<file path="src/sv/pic_pkg.sv">
`timescale 1ns / 1ps

package pic_pkg;

  localparam int FRAC_BITS = 10;
  localparam int ADDR_W    = 5;
  localparam int DATA_W    = 32;

  localparam logic [15:0]        PROP_GAIN_RESET  = 16'd2048;
  localparam logic [15:0]        INTEG_GAIN_RESET = 16'd20;
  localparam logic [15:0]        TIME_STEP_RESET  = 16'd1024;
  localparam logic signed [31:0] INTEG_HIGH_RESET = 32'sd1048576;
  localparam logic signed [31:0] INTEG_LOW_RESET  = -32'sd1048576;
  localparam logic signed [31:0] OUT_LOW_RESET    = 32'sh8000_0000;
  localparam logic signed [31:0] OUT_HIGH_RESET   = 32'sh7FFF_FFFF;

  // register index = paddr[4:2]
  typedef enum logic [2:0] {
    REG_PROP_GAIN  = 3'd0,
    REG_INTEG_GAIN = 3'd1,
    REG_TIME_STEP  = 3'd2,
    REG_INTEG_HIGH = 3'd3,
    REG_INTEG_LOW  = 3'd4,
    REG_OUT_LOW    = 3'd5,
    REG_OUT_HIGH   = 3'd6
  } pic_reg_idx_t;

  typedef struct packed {
    logic [15:0]        prop_gain;
    logic [15:0]        integ_gain;
    logic [15:0]        time_step;
    logic signed [31:0] integ_high;
    logic signed [31:0] integ_low;
    logic signed [31:0] out_low;
    logic signed [31:0] out_high;
  } pic_cfg_t;

  // operand pairing for the shared multiplier
  typedef enum logic [1:0] {
    MUL_ERR_TS  = 2'd0,
    MUL_ERR_KP  = 2'd1,
    MUL_INTG_KI = 2'd2
  } pic_mul_sel_t;

  typedef struct packed {
    logic         load_in;
    logic         mul_en;
    pic_mul_sel_t mul_sel;
    logic         integ_step;
    logic         integ_zero;
    logic         acc_step;
    logic         out_load;
  } pic_cmd_t;

  typedef struct packed {
    logic item_clear;
  } pic_status_t;

  typedef enum logic [4:0] {
    ST_IDLE  = 5'b00001,
    ST_MUL   = 5'b00010,
    ST_INTEG = 5'b00100,
    ST_PROP  = 5'b01000,
    ST_DRIVE = 5'b10000
  } pic_state_t;

endpackage

</file>
<file path="src/sv/pic_if.sv">
`timescale 1ns / 1ps

interface pic_sample_if;
  logic               valid;
  logic               ready;
  logic signed [15:0] err_sample;
  logic               clear;

  modport source (output valid, output err_sample, output clear, input ready);
  modport sink   (input valid, input err_sample, input clear, output ready);
endinterface

interface pic_result_if;
  logic               valid;
  logic               ready;
  logic signed [31:0] drive;
  logic               integ_saturated;

  modport source (output valid, output drive, output integ_saturated, input ready);
  modport sink   (input valid, input drive, input integ_saturated, output ready);
endinterface

</file>
<file path="src/sv/pic_regs.sv">
`timescale 1ns / 1ps

module pic_regs (
  input  logic                       clk,
  input  logic                       rst,
  input  logic                       psel,
  input  logic                       penable,
  input  logic                       pwrite,
  input  logic [pic_pkg::ADDR_W-1:0] paddr,
  input  logic [pic_pkg::DATA_W-1:0] pwdata,
  output logic [pic_pkg::DATA_W-1:0] prdata,
  output pic_pkg::pic_cfg_t          cfg
);

  pic_pkg::pic_reg_idx_t idx;
  logic                  wr_en;

  assign idx   = pic_pkg::pic_reg_idx_t'(paddr[4:2]);
  assign wr_en = psel && penable && pwrite;

  always_ff @(posedge clk) begin
    if (rst) begin
      cfg.prop_gain  <= pic_pkg::PROP_GAIN_RESET;
      cfg.integ_gain <= pic_pkg::INTEG_GAIN_RESET;
      cfg.time_step  <= pic_pkg::TIME_STEP_RESET;
      cfg.integ_high <= pic_pkg::INTEG_HIGH_RESET;
      cfg.integ_low  <= pic_pkg::INTEG_LOW_RESET;
      cfg.out_low    <= pic_pkg::OUT_LOW_RESET;
      cfg.out_high   <= pic_pkg::OUT_HIGH_RESET;
    end else if (wr_en) begin
      case (idx)
        pic_pkg::REG_PROP_GAIN:  cfg.prop_gain  <= pwdata[15:0];
        pic_pkg::REG_INTEG_GAIN: cfg.integ_gain <= pwdata[15:0];
        pic_pkg::REG_TIME_STEP:  cfg.time_step  <= pwdata[15:0];
        pic_pkg::REG_INTEG_HIGH: cfg.integ_high <= pwdata;
        pic_pkg::REG_INTEG_LOW:  cfg.integ_low  <= pwdata;
        pic_pkg::REG_OUT_LOW:    cfg.out_low    <= pwdata;
        pic_pkg::REG_OUT_HIGH:   cfg.out_high   <= pwdata;
        default: ;
      endcase
    end
  end

  always_comb begin
    case (idx)
      pic_pkg::REG_PROP_GAIN:  prdata = {16'd0, cfg.prop_gain};
      pic_pkg::REG_INTEG_GAIN: prdata = {16'd0, cfg.integ_gain};
      pic_pkg::REG_TIME_STEP:  prdata = {16'd0, cfg.time_step};
      pic_pkg::REG_INTEG_HIGH: prdata = cfg.integ_high;
      pic_pkg::REG_INTEG_LOW:  prdata = cfg.integ_low;
      pic_pkg::REG_OUT_LOW:    prdata = cfg.out_low;
      pic_pkg::REG_OUT_HIGH:   prdata = cfg.out_high;
      default:                 prdata = '0;
    endcase
  end

endmodule

</file>
<file path="src/sv/pic_ctrl.sv">
`timescale 1ns / 1ps

module pic_ctrl (
  input  logic                 clk,
  input  logic                 rst,
  input  logic                 in_valid,
  output logic                 in_ready,
  output logic                 out_valid,
  input  logic                 out_ready,
  input  pic_pkg::pic_status_t status,
  output pic_pkg::pic_cmd_t    cmd
);

  pic_pkg::pic_state_t state, state_next;
  logic                out_load;
  logic                accept;

  assign out_load = (state == pic_pkg::ST_DRIVE) && (!out_valid || out_ready);
  // a new sample may enter in the cycle the previous result is registered
  assign in_ready = (state == pic_pkg::ST_IDLE) || out_load;
  assign accept   = in_valid && in_ready;

  always_comb begin
    cmd          = '0;
    cmd.mul_sel  = pic_pkg::MUL_ERR_TS;
    cmd.load_in  = accept;
    cmd.out_load = out_load;
    state_next   = state;
    case (state)
      pic_pkg::ST_IDLE: begin
        if (accept) state_next = pic_pkg::ST_MUL;
      end
      pic_pkg::ST_MUL: begin
        cmd.mul_en  = 1'b1;
        cmd.mul_sel = pic_pkg::MUL_ERR_TS;
        if (status.item_clear) begin
          cmd.integ_zero = 1'b1;
          state_next     = pic_pkg::ST_DRIVE;
        end else begin
          state_next = pic_pkg::ST_INTEG;
        end
      end
      pic_pkg::ST_INTEG: begin
        cmd.integ_step = 1'b1;
        cmd.mul_en     = 1'b1;
        cmd.mul_sel    = pic_pkg::MUL_ERR_KP;
        state_next     = pic_pkg::ST_PROP;
      end
      pic_pkg::ST_PROP: begin
        cmd.acc_step = 1'b1;
        cmd.mul_en   = 1'b1;
        cmd.mul_sel  = pic_pkg::MUL_INTG_KI;
        state_next   = pic_pkg::ST_DRIVE;
      end
      pic_pkg::ST_DRIVE: begin
        if (out_load) state_next = accept ? pic_pkg::ST_MUL : pic_pkg::ST_IDLE;
      end
      default: state_next = pic_pkg::ST_IDLE;
    endcase
  end

  always_ff @(posedge clk) begin
    if (rst) begin
      state     <= pic_pkg::ST_IDLE;
      out_valid <= 1'b0;
    end else begin
      state <= state_next;
      if (out_load) out_valid <= 1'b1;
      else if (out_ready) out_valid <= 1'b0;
    end
  end

endmodule

</file>
<file path="src/sv/pic_dp.sv">
`timescale 1ns / 1ps

module pic_dp (
  input  logic                 clk,
  input  logic                 rst,
  input  pic_pkg::pic_cfg_t    cfg,
  input  pic_pkg::pic_cmd_t    cmd,
  output pic_pkg::pic_status_t status,
  input  logic signed [15:0]   err_sample,
  input  logic                 clear,
  output logic signed [31:0]   drive,
  output logic                 integ_saturated
);

  localparam int FB = pic_pkg::FRAC_BITS;

  logic signed [15:0] err;
  logic               clr_item;
  logic signed [31:0] integrator;
  logic signed [49:0] prod;
  logic signed [32:0] acc;
  logic               sat_pend;

  logic signed [32:0] mul_a;
  logic signed [16:0] mul_b;
  logic signed [49:0] prod_next;

  logic signed [33:0] sum;
  logic signed [31:0] integ_next;
  logic               sat_next;

  logic signed [40:0] total;
  logic signed [31:0] dv;
  logic signed [31:0] drive_next;

  assign status.item_clear = clr_item;

  // shared 33x17 signed multiplier, gains enter zero-extended
  always_comb begin
    case (cmd.mul_sel)
      pic_pkg::MUL_ERR_TS: begin
        mul_a = 33'(err);
        mul_b = $signed({1'b0, cfg.time_step});
      end
      pic_pkg::MUL_ERR_KP: begin
        mul_a = 33'(err);
        mul_b = $signed({1'b0, cfg.prop_gain});
      end
      pic_pkg::MUL_INTG_KI: begin
        mul_a = 33'(integrator);
        mul_b = $signed({1'b0, cfg.integ_gain});
      end
      default: begin
        mul_a = '0;
        mul_b = '0;
      end
    endcase
    prod_next = 50'(mul_a) * 50'(mul_b);
  end

  // integrator update: upper bound tested first
  always_comb begin
    sum = 34'(integrator) + prod[33:0];
    if (sum > 34'(cfg.integ_high)) begin
      integ_next = cfg.integ_high;
      sat_next   = 1'b1;
    end else if (sum < 34'(cfg.integ_low)) begin
      integ_next = cfg.integ_low;
      sat_next   = 1'b1;
    end else begin
      integ_next = sum[31:0];
      sat_next   = 1'b0;
    end
  end

  // drive = (kp*err + (ki*integ >>> 10)) >>> 10, then clamp
  always_comb begin
    total = 41'(acc) + 41'($signed(prod[49:FB]));
    dv    = 32'($signed(total[40:FB]));
    if (dv <= cfg.out_low)       drive_next = cfg.out_low;
    else if (dv >= cfg.out_high) drive_next = cfg.out_high;
    else                         drive_next = dv;
  end

  always_ff @(posedge clk) begin
    if (rst) begin
      integrator <= '0;
    end else if (cmd.integ_zero) begin
      integrator <= '0;
    end else if (cmd.integ_step) begin
      integrator <= integ_next;
    end
  end

  always_ff @(posedge clk) begin
    if (cmd.load_in) begin
      err      <= err_sample;
      clr_item <= clear;
    end
    if (cmd.mul_en) prod <= prod_next;
    if (cmd.integ_step) sat_pend <= sat_next;
    if (cmd.acc_step) acc <= prod[32:0];
    if (cmd.out_load) begin
      drive           <= clr_item ? 32'sd0 : drive_next;
      integ_saturated <= clr_item ? 1'b0 : sat_pend;
    end
  end

endmodule

</file>
<file path="src/sv/pi_controller_clamped.sv">
`timescale 1ns / 1ps

// Fixed-point PI controller with a clamped integrator. Each sample transaction
// carries a signed error and a clear flag; each produces one result
// transaction with the clamped drive value and an integrator saturation flag.
// A single shared 33x17 multiplier forms err*time_step, prop_gain*err and
// integ_gain*integrator in turn, and the integrator update sits between the
// first and last product. A clear sample zeroes the integrator and the drive.
// The next sample is taken in the cycle the current result is registered, so
// a result waiting at the output does not hold off a new sample unless the
// following one is done too. Gains are unsigned Q10; shifts are arithmetic
// (floor). Registers sit on an APB port at byte addresses 4*index, always
// ready; the user must ensure they are written only while idle (not enforced).

module pi_controller_clamped (
  input  logic                       clk,
  input  logic                       rst,
  // config port
  input  logic                       psel,
  input  logic                       penable,
  input  logic                       pwrite,
  input  logic [pic_pkg::ADDR_W-1:0] paddr,
  input  logic [pic_pkg::DATA_W-1:0] pwdata,
  output logic [pic_pkg::DATA_W-1:0] prdata,
  output logic                       pready,
  // streams
  pic_sample_if.sink                 sample,
  pic_result_if.source               result
);

  pic_pkg::pic_cfg_t    cfg;
  pic_pkg::pic_cmd_t    cmd;
  pic_pkg::pic_status_t status;

  assign pready = 1'b1;

  pic_regs u_regs (
    .clk     (clk),
    .rst     (rst),
    .psel    (psel),
    .penable (penable),
    .pwrite  (pwrite),
    .paddr   (paddr),
    .pwdata  (pwdata),
    .prdata  (prdata),
    .cfg     (cfg)
  );

  // sequencer: owns both handshakes and steps the multiplier
  pic_ctrl u_ctrl (
    .clk       (clk),
    .rst       (rst),
    .in_valid  (sample.valid),
    .in_ready  (sample.ready),
    .out_valid (result.valid),
    .out_ready (result.ready),
    .status    (status),
    .cmd       (cmd)
  );

  // datapath: integrator, product and output registers
  pic_dp u_dp (
    .clk             (clk),
    .rst             (rst),
    .cfg             (cfg),
    .cmd             (cmd),
    .status          (status),
    .err_sample      (sample.err_sample),
    .clear           (sample.clear),
    .drive           (result.drive),
    .integ_saturated (result.integ_saturated)
  );

endmodule

</file>
<file path="src/flat_wrapper.sv">
// flat-port wrapper written by rule: the top's interface ports become plain ports
module pi_controller_clamped_flat 
  (clk, rst, psel, penable, pwrite, paddr, pwdata, prdata, pready, sample_valid, sample_err_sample, sample_clear, sample_ready, result_valid, result_drive, result_integ_saturated, result_ready);
  pic_sample_if sample_i ();
  pic_result_if result_i ();
  input  logic clk;
  input  logic rst;
  input  logic psel;
  input  logic penable;
  input  logic pwrite;
  input  logic [pic_pkg::ADDR_W-1:0] paddr;
  input  logic [pic_pkg::DATA_W-1:0] pwdata;
  output logic [pic_pkg::DATA_W-1:0] prdata;
  output logic pready;
  input wire logic [$bits(sample_i.valid)-1:0] sample_valid;
  input wire logic [$bits(sample_i.err_sample)-1:0] sample_err_sample;
  input wire logic [$bits(sample_i.clear)-1:0] sample_clear;
  output wire logic [$bits(sample_i.ready)-1:0] sample_ready;
  output wire logic [$bits(result_i.valid)-1:0] result_valid;
  output wire logic [$bits(result_i.drive)-1:0] result_drive;
  output wire logic [$bits(result_i.integ_saturated)-1:0] result_integ_saturated;
  input wire logic [$bits(result_i.ready)-1:0] result_ready;
  assign sample_i.valid = sample_valid;
  assign sample_i.err_sample = sample_err_sample;
  assign sample_i.clear = sample_clear;
  assign sample_ready = sample_i.ready;
  assign result_valid = result_i.valid;
  assign result_drive = result_i.drive;
  assign result_integ_saturated = result_i.integ_saturated;
  assign result_i.ready = result_ready;
  pi_controller_clamped u_core (.clk(clk), .rst(rst), .psel(psel), .penable(penable), .pwrite(pwrite), .paddr(paddr), .pwdata(pwdata), .prdata(prdata), .pready(pready), .sample(sample_i), .result(result_i));
endmodule
</file>
<file path="config.mk">
export PLATFORM = sky130hd
export DESIGN_NAME = pi_controller_clamped_flat
export DESIGN_NICKNAME = d
export VERILOG_FILES = /design/src/sv/pic_pkg.sv /design/src/sv/pic_if.sv /design/src/sv/pic_regs.sv /design/src/sv/pic_ctrl.sv /design/src/sv/pic_dp.sv /design/src/sv/pi_controller_clamped.sv /design/src/flat_wrapper.sv
export SDC_FILE = /design/constraint.sdc
export NUM_CORES = 2
export LEC_CHECK = 0
export BUFFER_PORTS_ARGS = -buffer_cell sky130_fd_sc_hd__buf_2
export CORE_MARGIN = 2
export CORE_UTILIZATION = 55
export DETAILED_ROUTE_END_ITERATION = 8
export GPL_TIMING_DRIVEN = 0
export MAX_ROUTING_LAYER = met4
export PLACE_DENSITY_LB_ADDON = 0.2
export SLEW_MARGIN = 40
export SYNTH_ARGS = -nofsm -noshare
export SYNTH_HDL_FRONTEND = slang
export SYNTH_SLANG_ARGS = --single-unit
</file>
<file path="constraint.sdc">
create_clock -name clk -period 17.9 [get_ports clk]
set_input_delay 3.58 -clock clk [delete_from_list [all_inputs] [get_ports clk]]
set_output_delay 3.58 -clock clk [all_outputs]
set_load 0.1 [all_outputs]
</file>
* After elaboration in Yosys (flattened, before gate mapping) *
Cells that the tools add are included.

cells by class
  add/sub/neg operators = 2
  multiply operators = 1
  div/mod/pow operators = 0
  $lt $le $gt $ge = 4
  eq/ne operators = 15
  shift-type cells = 0
  multiplexer cells = 20
  bitwise operators = 0
  reduce and logical (&&, ||, !) cells = 20

operators by type and width
  operator                                       count
  case mux 32 bit (7 select lines)               1
  two-way mux 32 bit                             4
  case mux 33 bit (2 select lines)               1
  multiplier 33 x 17 -> 50 bit                   1
  case mux 16 bit (3 select lines)               1
  adder 33 x 40 -> 41 bit                        1
  adder 34 bit                                   1
  > comparator 34 x 32 -> 1 bit                  1
  < comparator 34 x 32 -> 1 bit                  1
  greater-or-equal comparator 31 x 32 -> 1 bit   1
  <= comparator 31 x 32 -> 1 bit                 1
  case mux 5 bit (5 select lines)                1
  AND reduction 2 bit                            8
  two-way mux 5 bit                              3
  == test 3 bit, second input constant           3
  case mux 3 bit (3 select lines)                1
  two-way mux 1 bit                              7
  == test 3 x 2 -> 1 bit, second input constant  2
  == test 5 x 1 -> 1 bit, second input constant  1
  == test 5 x 2 -> 1 bit, second input constant  1
  == test 5 x 3 -> 1 bit, second input constant  1
  == test 5 x 4 -> 1 bit, second input constant  1
  == test 5 bit, second input constant           1
  logical AND 1 bit                              4
  11 further kinds                               14

word-level totals
  register bits after elaboration = 348
  latch bits = 0
  RAM bits = 0
  memory bits (read-only) = 0
  input port bits = 61
  output and inout port bits = 68
  logic and storage cells = 79
  memories kept = 0

* Depth between registers and ports, before layout *
  depth after elaboration = 8
  mapped depth = 33
  depth with buffers taken out = 28

* Modules after synthesis *
From an unflattened synthesis, not the netlist that was laid out.

second synthesis, totals
  cell total of the unflattened synthesis = 4561
  area, all modules = 40600.2 µm²

modules (own cells, without submodules)
  module                 instances  cells each  area each (µm²)  seq. area each (µm²)
  pic_dp                 1          3640        31814.3          4664.5
  pic_regs               1          874         8399.3           3523.4
  pic_ctrl               1          45          375.4            120.1
  pi_controller_clamped  1          2           11.3             0.0

* Least setup slack after synthesis *
OpenSTA, ideal clock, no wires.

  kind = input port to output port
  start point = input paddr[3] in the netlist's numbering
  end point = output prdata[9] in the netlist's numbering
  data arrival time = 6.701 ns
  setup slack = 7.619 ns
  stages = 5
  path buffers = 2
  cells stage by stage = clkbuf_1 -> buf_1 -> nor2b_1 -> a21oi_1 -> o21ai_0

on the way
  cells in the longest elaborated chain, start to end = 2

ends and longest elaborated chain
  item                                   RTL line            source
  start, declared                        flat_wrapper.sv:11  input logic [pic_pkg::ADDR_W-1:0] paddr;
  == test 3 bit (tied with other cells)  pic_regs.sv:45      case (idx)
  case mux 32 bit (7 select lines) *     pic_regs.sv:45
  end, declared                          flat_wrapper.sv:13  output logic [pic_pkg::DATA_W-1:0] prdata;

Mark *: on every way between the ends. The rest lies on a longest branch, timed or not.

* Worst setup path in the final report *
  start point = register u_core.u_ctrl.state[0]
  end point = register u_core.u_dp.prod[39], data pin

on the way
  cells in the longest elaborated chain, start to end = 6

ends and longest elaborated chain
  item                                                       RTL line        source
  start, declared                                            pic_ctrl.sv:14  pic_pkg::pic_state_t state, state_next;
  start signal, assigned                                     pic_ctrl.sv:64  state <= pic_pkg::ST_IDLE;
  start signal, assigned                                     pic_ctrl.sv:67  state <= state_next;
  == test 5 x 4 -> 1 bit (tied with other cells)             pic_ctrl.sv:29  case (state)
  case mux 3 bit (3 select lines) *                          pic_ctrl.sv:29
  == test 2 x 1 -> 1 bit or zero test 2 bit (tied branches)  pic_dp.sv:40    case (cmd.mul_sel)
  OR reduction 2 bit (no source line)                        -
  case mux 33 bit (2 select lines)                           pic_dp.sv:40
  multiplier 33 x 17 -> 50 bit *                             pic_dp.sv:58    prod_next = 50'(mul_a) * 50'(mul_b);
  net u_core.u_dp.prod_next[39]                              pic_dp.sv:26    logic signed [49:0] prod_next;
  end signal, assigned                                       pic_dp.sv:100   if (cmd.mul_en) prod <= prod_next;
  end, declared                                              pic_dp.sv:20    logic signed [49:0] prod;

Mark *: on every way through the listed nets, which the timed path passes. The rest lies on a longest branch.
A chain may end at the register's enable or synchronous reset.

==> impl_metrics.tcl <==
set metrics [dict create \
    crit_required_ns 18.17 \
    skew_ns 0.04301 \
    synth_edf_count 134 \
    critical_path.max_fanout 10 \
    drtIter0Drc 4100 \
    drive_gt1_share_pct 7.308 \
    gp_congestion 1.031 \
    path_class "reg -> reg" \
    finalCritPeriodShare_pct 60.52 \
    cts_buffer_depth 3 \
    dp_hpwl_um 120500 \
    grt_max_degree 39 \
    relSlewSlack_pct 35.12 \
    cts_tree "done" \
    power_w 0.002320 \
    final_antenna_net_count 0 \
    antenna_found_initial 9 \
    overflow 0 \
    clkTransAtPathRegs_ns 0.06 \
    area_delta_synth_final_pct 9.439 \
    cts_buffers 44 \
    ys_async_sr_fraction_pct 0 \
    avgSynthCellArea_um2 8.680 \
    vias 34510 \
    p_leak_nw 19.54 \
    port_buffers 123 \
    synth-main-ff-cell "dfxtp_1" \
    fin_area_um2 42710 \
    met1_usage_pct 55.81 \
    crit_end "u_core.u_dp.prod[39]" \
    wl_per_cell_um 25.86 \
    grt_pass1_wl_um 216500 \
    crit_top_cell "fa_1" \
    mappedNetlistArea_um2 39020 \
    cpLargestDelayFamily "adder cells" \
    slowest_stage "xnor2_1" \
    timing.rr.end "u_core.u_dp.prod[39]" \
    critPathLaunchType "flop" \
    synth_cell_types 89 \
    groute.usage.overall_pct 41.27 \
    crit_cells 27 \
    start_util_pct 55.63 \
    vias_per_cell 6.104 \
    cts_hold_buf 0 \
    reg2reg_setup_slack_ns 7.07 \
    maxCapViolCount 0 \
    dp_cells 5565 \
    status "finished, final reports clean" \
    fillers 6356 \
    fin_util_pct 60.88 \
    dr.pass1.iters 7 \
    grt_pass1_vias 33440 \
    yosys_warnings 0 \
    core_area_um2 70150 \
    routed_wirelength_um 146200 \
    syn_inst 4496 \
    irDropWorstVdd_v 0.00006543 \
    cpPeakStageDelay_ns 0.77 \
    rsz0062_at_grt "false" \
    setup_violations 0 \
    route.detailed.drc 0 \
    die_y_um 270.4 \
    postCtsSetupBuffers 0 \
    tns_ns 0 \
    cts_resized 0 \
    cts_root_buffer "clkbuf_16" \
    synth-seq-cells 348 \
    instances_no_fill 5653 \
    tightest_slew_ns 0.9662 \
    boundaryPins 129 \
    place_area_um2 41160 \
    placementRows 97 \
    slew_viol_final 0 \
    hold_viol 0 \
    cts.htree.levels 2 \
    dieArea_um2 73100 \
    max_freq_mhz 92.31 \
    final.min_clock_period_ns 10.83 \
    arrival_ns 11.10 \
    yosysSeqAreaShare_pct 21.29 \
    use_met2_pct 58.60 \
    cp_num_buf_inv 7 \
    powerDensity_nw_per_um2 54.33 \
    r2r-start "u_core.u_ctrl.state[0]" \
    clk_latency_ns 0.63 \
    cts.sinks 348 \
    synth_fp_nets 5372 \
    nets 5547 \
    die_w_um 270.4 \
    grt_use_met3_pct 11.01 \
    grt-busiest-layer "met2" \
    hold_path.class "reg -> reg" \
    setup.worst_path.start "u_core.u_ctrl.state[0]" \
    reg2regPathDepth 27 \
    cp-end-kind "flop" \
]
## layout by cell type (no fill, tap or decap), types with 21 or more instances in the layout
cell | Yosys | layout
clkbuf_16 | 0 | 46
o21ai_0 | 109 | 108
ha_1 | 321 | 321
a221o_1 | 33 | 33
nand4_1 | 34 | 34
xnor2_1 | 71 | 57
fa_1 | 494 | 494
inv_1 | 750 | 750
a22oi_1 | 34 | 34
and2_1 | 26 | 25
dfxtp_1 | 214 | 214
xor2_1 | 38 | 33
a22o_1 | 28 | 28
nor2_1 | 304 | 304
a21o_1 | 103 | 103
buf_2 | 14 | 141
nand2_1 | 759 | 758
a31oi_1 | 23 | 23
nor3_1 | 27 | 25
mux2i_1 | 59 | 52
a211oi_1 | 28 | 27
o211ai_1 | 54 | 54
nand3_1 | 48 | 48
a21oi_1 | 318 | 311
mux2_2 | 21 | 21
edfxtp_1 | 134 | 134
clkbuf_1 | 172 | 175
## kinds of logic after synthesis
logic type | Yosys count | share of synthesized area, %
adders and majority gates | 815 | 35.63
xor gates and xnor gates | 109 | 2.446
buffers and inverters | 966 | 9.433
muxes | 87 | 2.523
AOI/OAI and AO/OA | 876 | 14.86
DFF | 348 | 21.29
other | 1 | 0.009610
and+or+nand+nor | 1294 | 13.81
## cell usage after synthesis (11+ instances only)
| cell type | instances | share of area, % |
|---|---|---|
| dfxtp_1 | 214 | 11 |
| o21a_1 | 15 | 0.29 |
| nor2b_1 | 19 | 0.30 |
| a22oi_1 | 34 | 0.65 |
| buf_1 | 21 | 0.20 |
| xor2_1 | 38 | 0.85 |
| a211oi_1 | 28 | 0.54 |
| nand2b_1 | 19 | 0.30 |
| buf_2 | 14 | 0.18 |
| nor4_1 | 11 | 0.18 |
| o211ai_1 | 54 | 1.0 |
| nor2_1 | 304 | 2.9 |
| a22o_1 | 28 | 0.63 |
| fa_1 | 494 | 25 |
| and3_1 | 19 | 0.30 |
| mux2i_1 | 59 | 1.5 |
| a311oi_1 | 14 | 0.31 |
| ha_1 | 321 | 10 |
| edfxtp_1 | 134 | 10 |
| nand3_1 | 48 | 0.62 |
| xnor2_1 | 71 | 1.6 |
| nand4_1 | 34 | 0.55 |
| a221oi_1 | 23 | 0.52 |
| mux2_2 | 21 | 0.61 |
| nor3_1 | 27 | 0.35 |
| o21ai_0 | 109 | 1.4 |
| o21bai_1 | 13 | 0.25 |
| clkbuf_1 | 172 | 1.7 |
| a221o_1 | 33 | 0.85 |
| nand2_1 | 759 | 7.3 |
| inv_1 | 750 | 7.2 |
| a21o_1 | 103 | 2.0 |
| and2_1 | 26 | 0.42 |
| a21oi_1 | 318 | 4.1 |
| a31oi_1 | 23 | 0.37 |
## worst min-delay path by stage
stage | slack, ns | start | endpoint | depth (start not counted)
after floorplan | 0.43 | u_core.u_dp.prod[0] | u_core.u_dp.acc[0] | 0
after global placement | 0.45 | u_core.u_regs.cfg[38] | u_core.u_regs.cfg[38] | 2
after detailed placement | 0.45 | u_core.u_regs.cfg[38] | u_core.u_regs.cfg[38] | 2
after CTS | 0.46 | u_core.u_regs.cfg[38] | u_core.u_regs.cfg[38] | 2
after global routing | 0.49 | u_core.u_regs.cfg[159] | u_core.u_regs.cfg[159] | 2
final | 0.46 | u_core.u_regs.cfg[38] | u_core.u_regs.cfg[38] | 2
## routing by layer
layer | vias up | routed length (um) | part of all wire [%]
li1 | 15070 | - | -
met1 | 17030 | 58580 | 40
met2 | 2044 | 61590 | 42
met3 | 362 | 18820 | 13
met4 | 0 | 7208 | 4.9
met5 | - | 0 | 0
## area by class of cell
| class | instances | area (um^2) | area share, % |
|---|---|---|---|
| multi-input combinational | 3182 | 27350 | 64.03 |
| sequential | 348 | 8308 | 19.45 |
| inverter | 752 | 2823 | 6.609 |
| clock buffer | 64 | 1292 | 3.026 |
| tap | 940 | 1176 | 2.754 |
| buffer | 214 | 872.1 | 2.042 |
| timing repair buffer | 129 | 675.6 | 1.582 |
| clock inverter | 18 | 198.9 | 0.4658 |
| antenna | 6 | 15.01 | 0.03516 |
## stage by stage
step | setup slack [ns] | hold slack, ns
6_report | 7.067 | 0.4613
2_1_floorplan | 7.619 | 0.4307
3_3_place_gp | 6.016 | 0.4453
4_1_cts | 7.462 | 0.4553
5_1_grt | 6.976 | 0.4949
3_5_place_dp | 7.484 | 0.4473
## registers in the layout, summed over array words and instances, names as in the netlist, 5 cells and up
name / cells
u_core.u_dp.acc: 33
u_core.u_dp.prod: 50
u_core.u_dp.integrator: 32
u_core.u_dp.drive: 32
u_core.u_regs.cfg: 176
u_core.u_ctrl.state: 5
u_core.u_dp.err: 16
## power by group
group / total, W / internal (W) / switching [W]
Sequential: 0.000857 / 0.000841 / 0.0000166
Clock: 0.000935 / 0.000535 / 0.000400
Combinational: 0.000528 / 0.000160 / 0.000369
## worst register-to-register path: cells and delay by family (launching register included)
family | cells | cell delay, ns
flip-flops | 1 | 0.36
AO/OA/AOI/OAI | 6 | 2.19
buffers and inverters | 7 | 2.54
adder cells (fa/ha/maj) | 7 | 3.45
AND/OR/NAND/NOR | 6 | 1.21
XOR/XNOR | 1 | 0.77
Power figures use the tool's default switching activity.
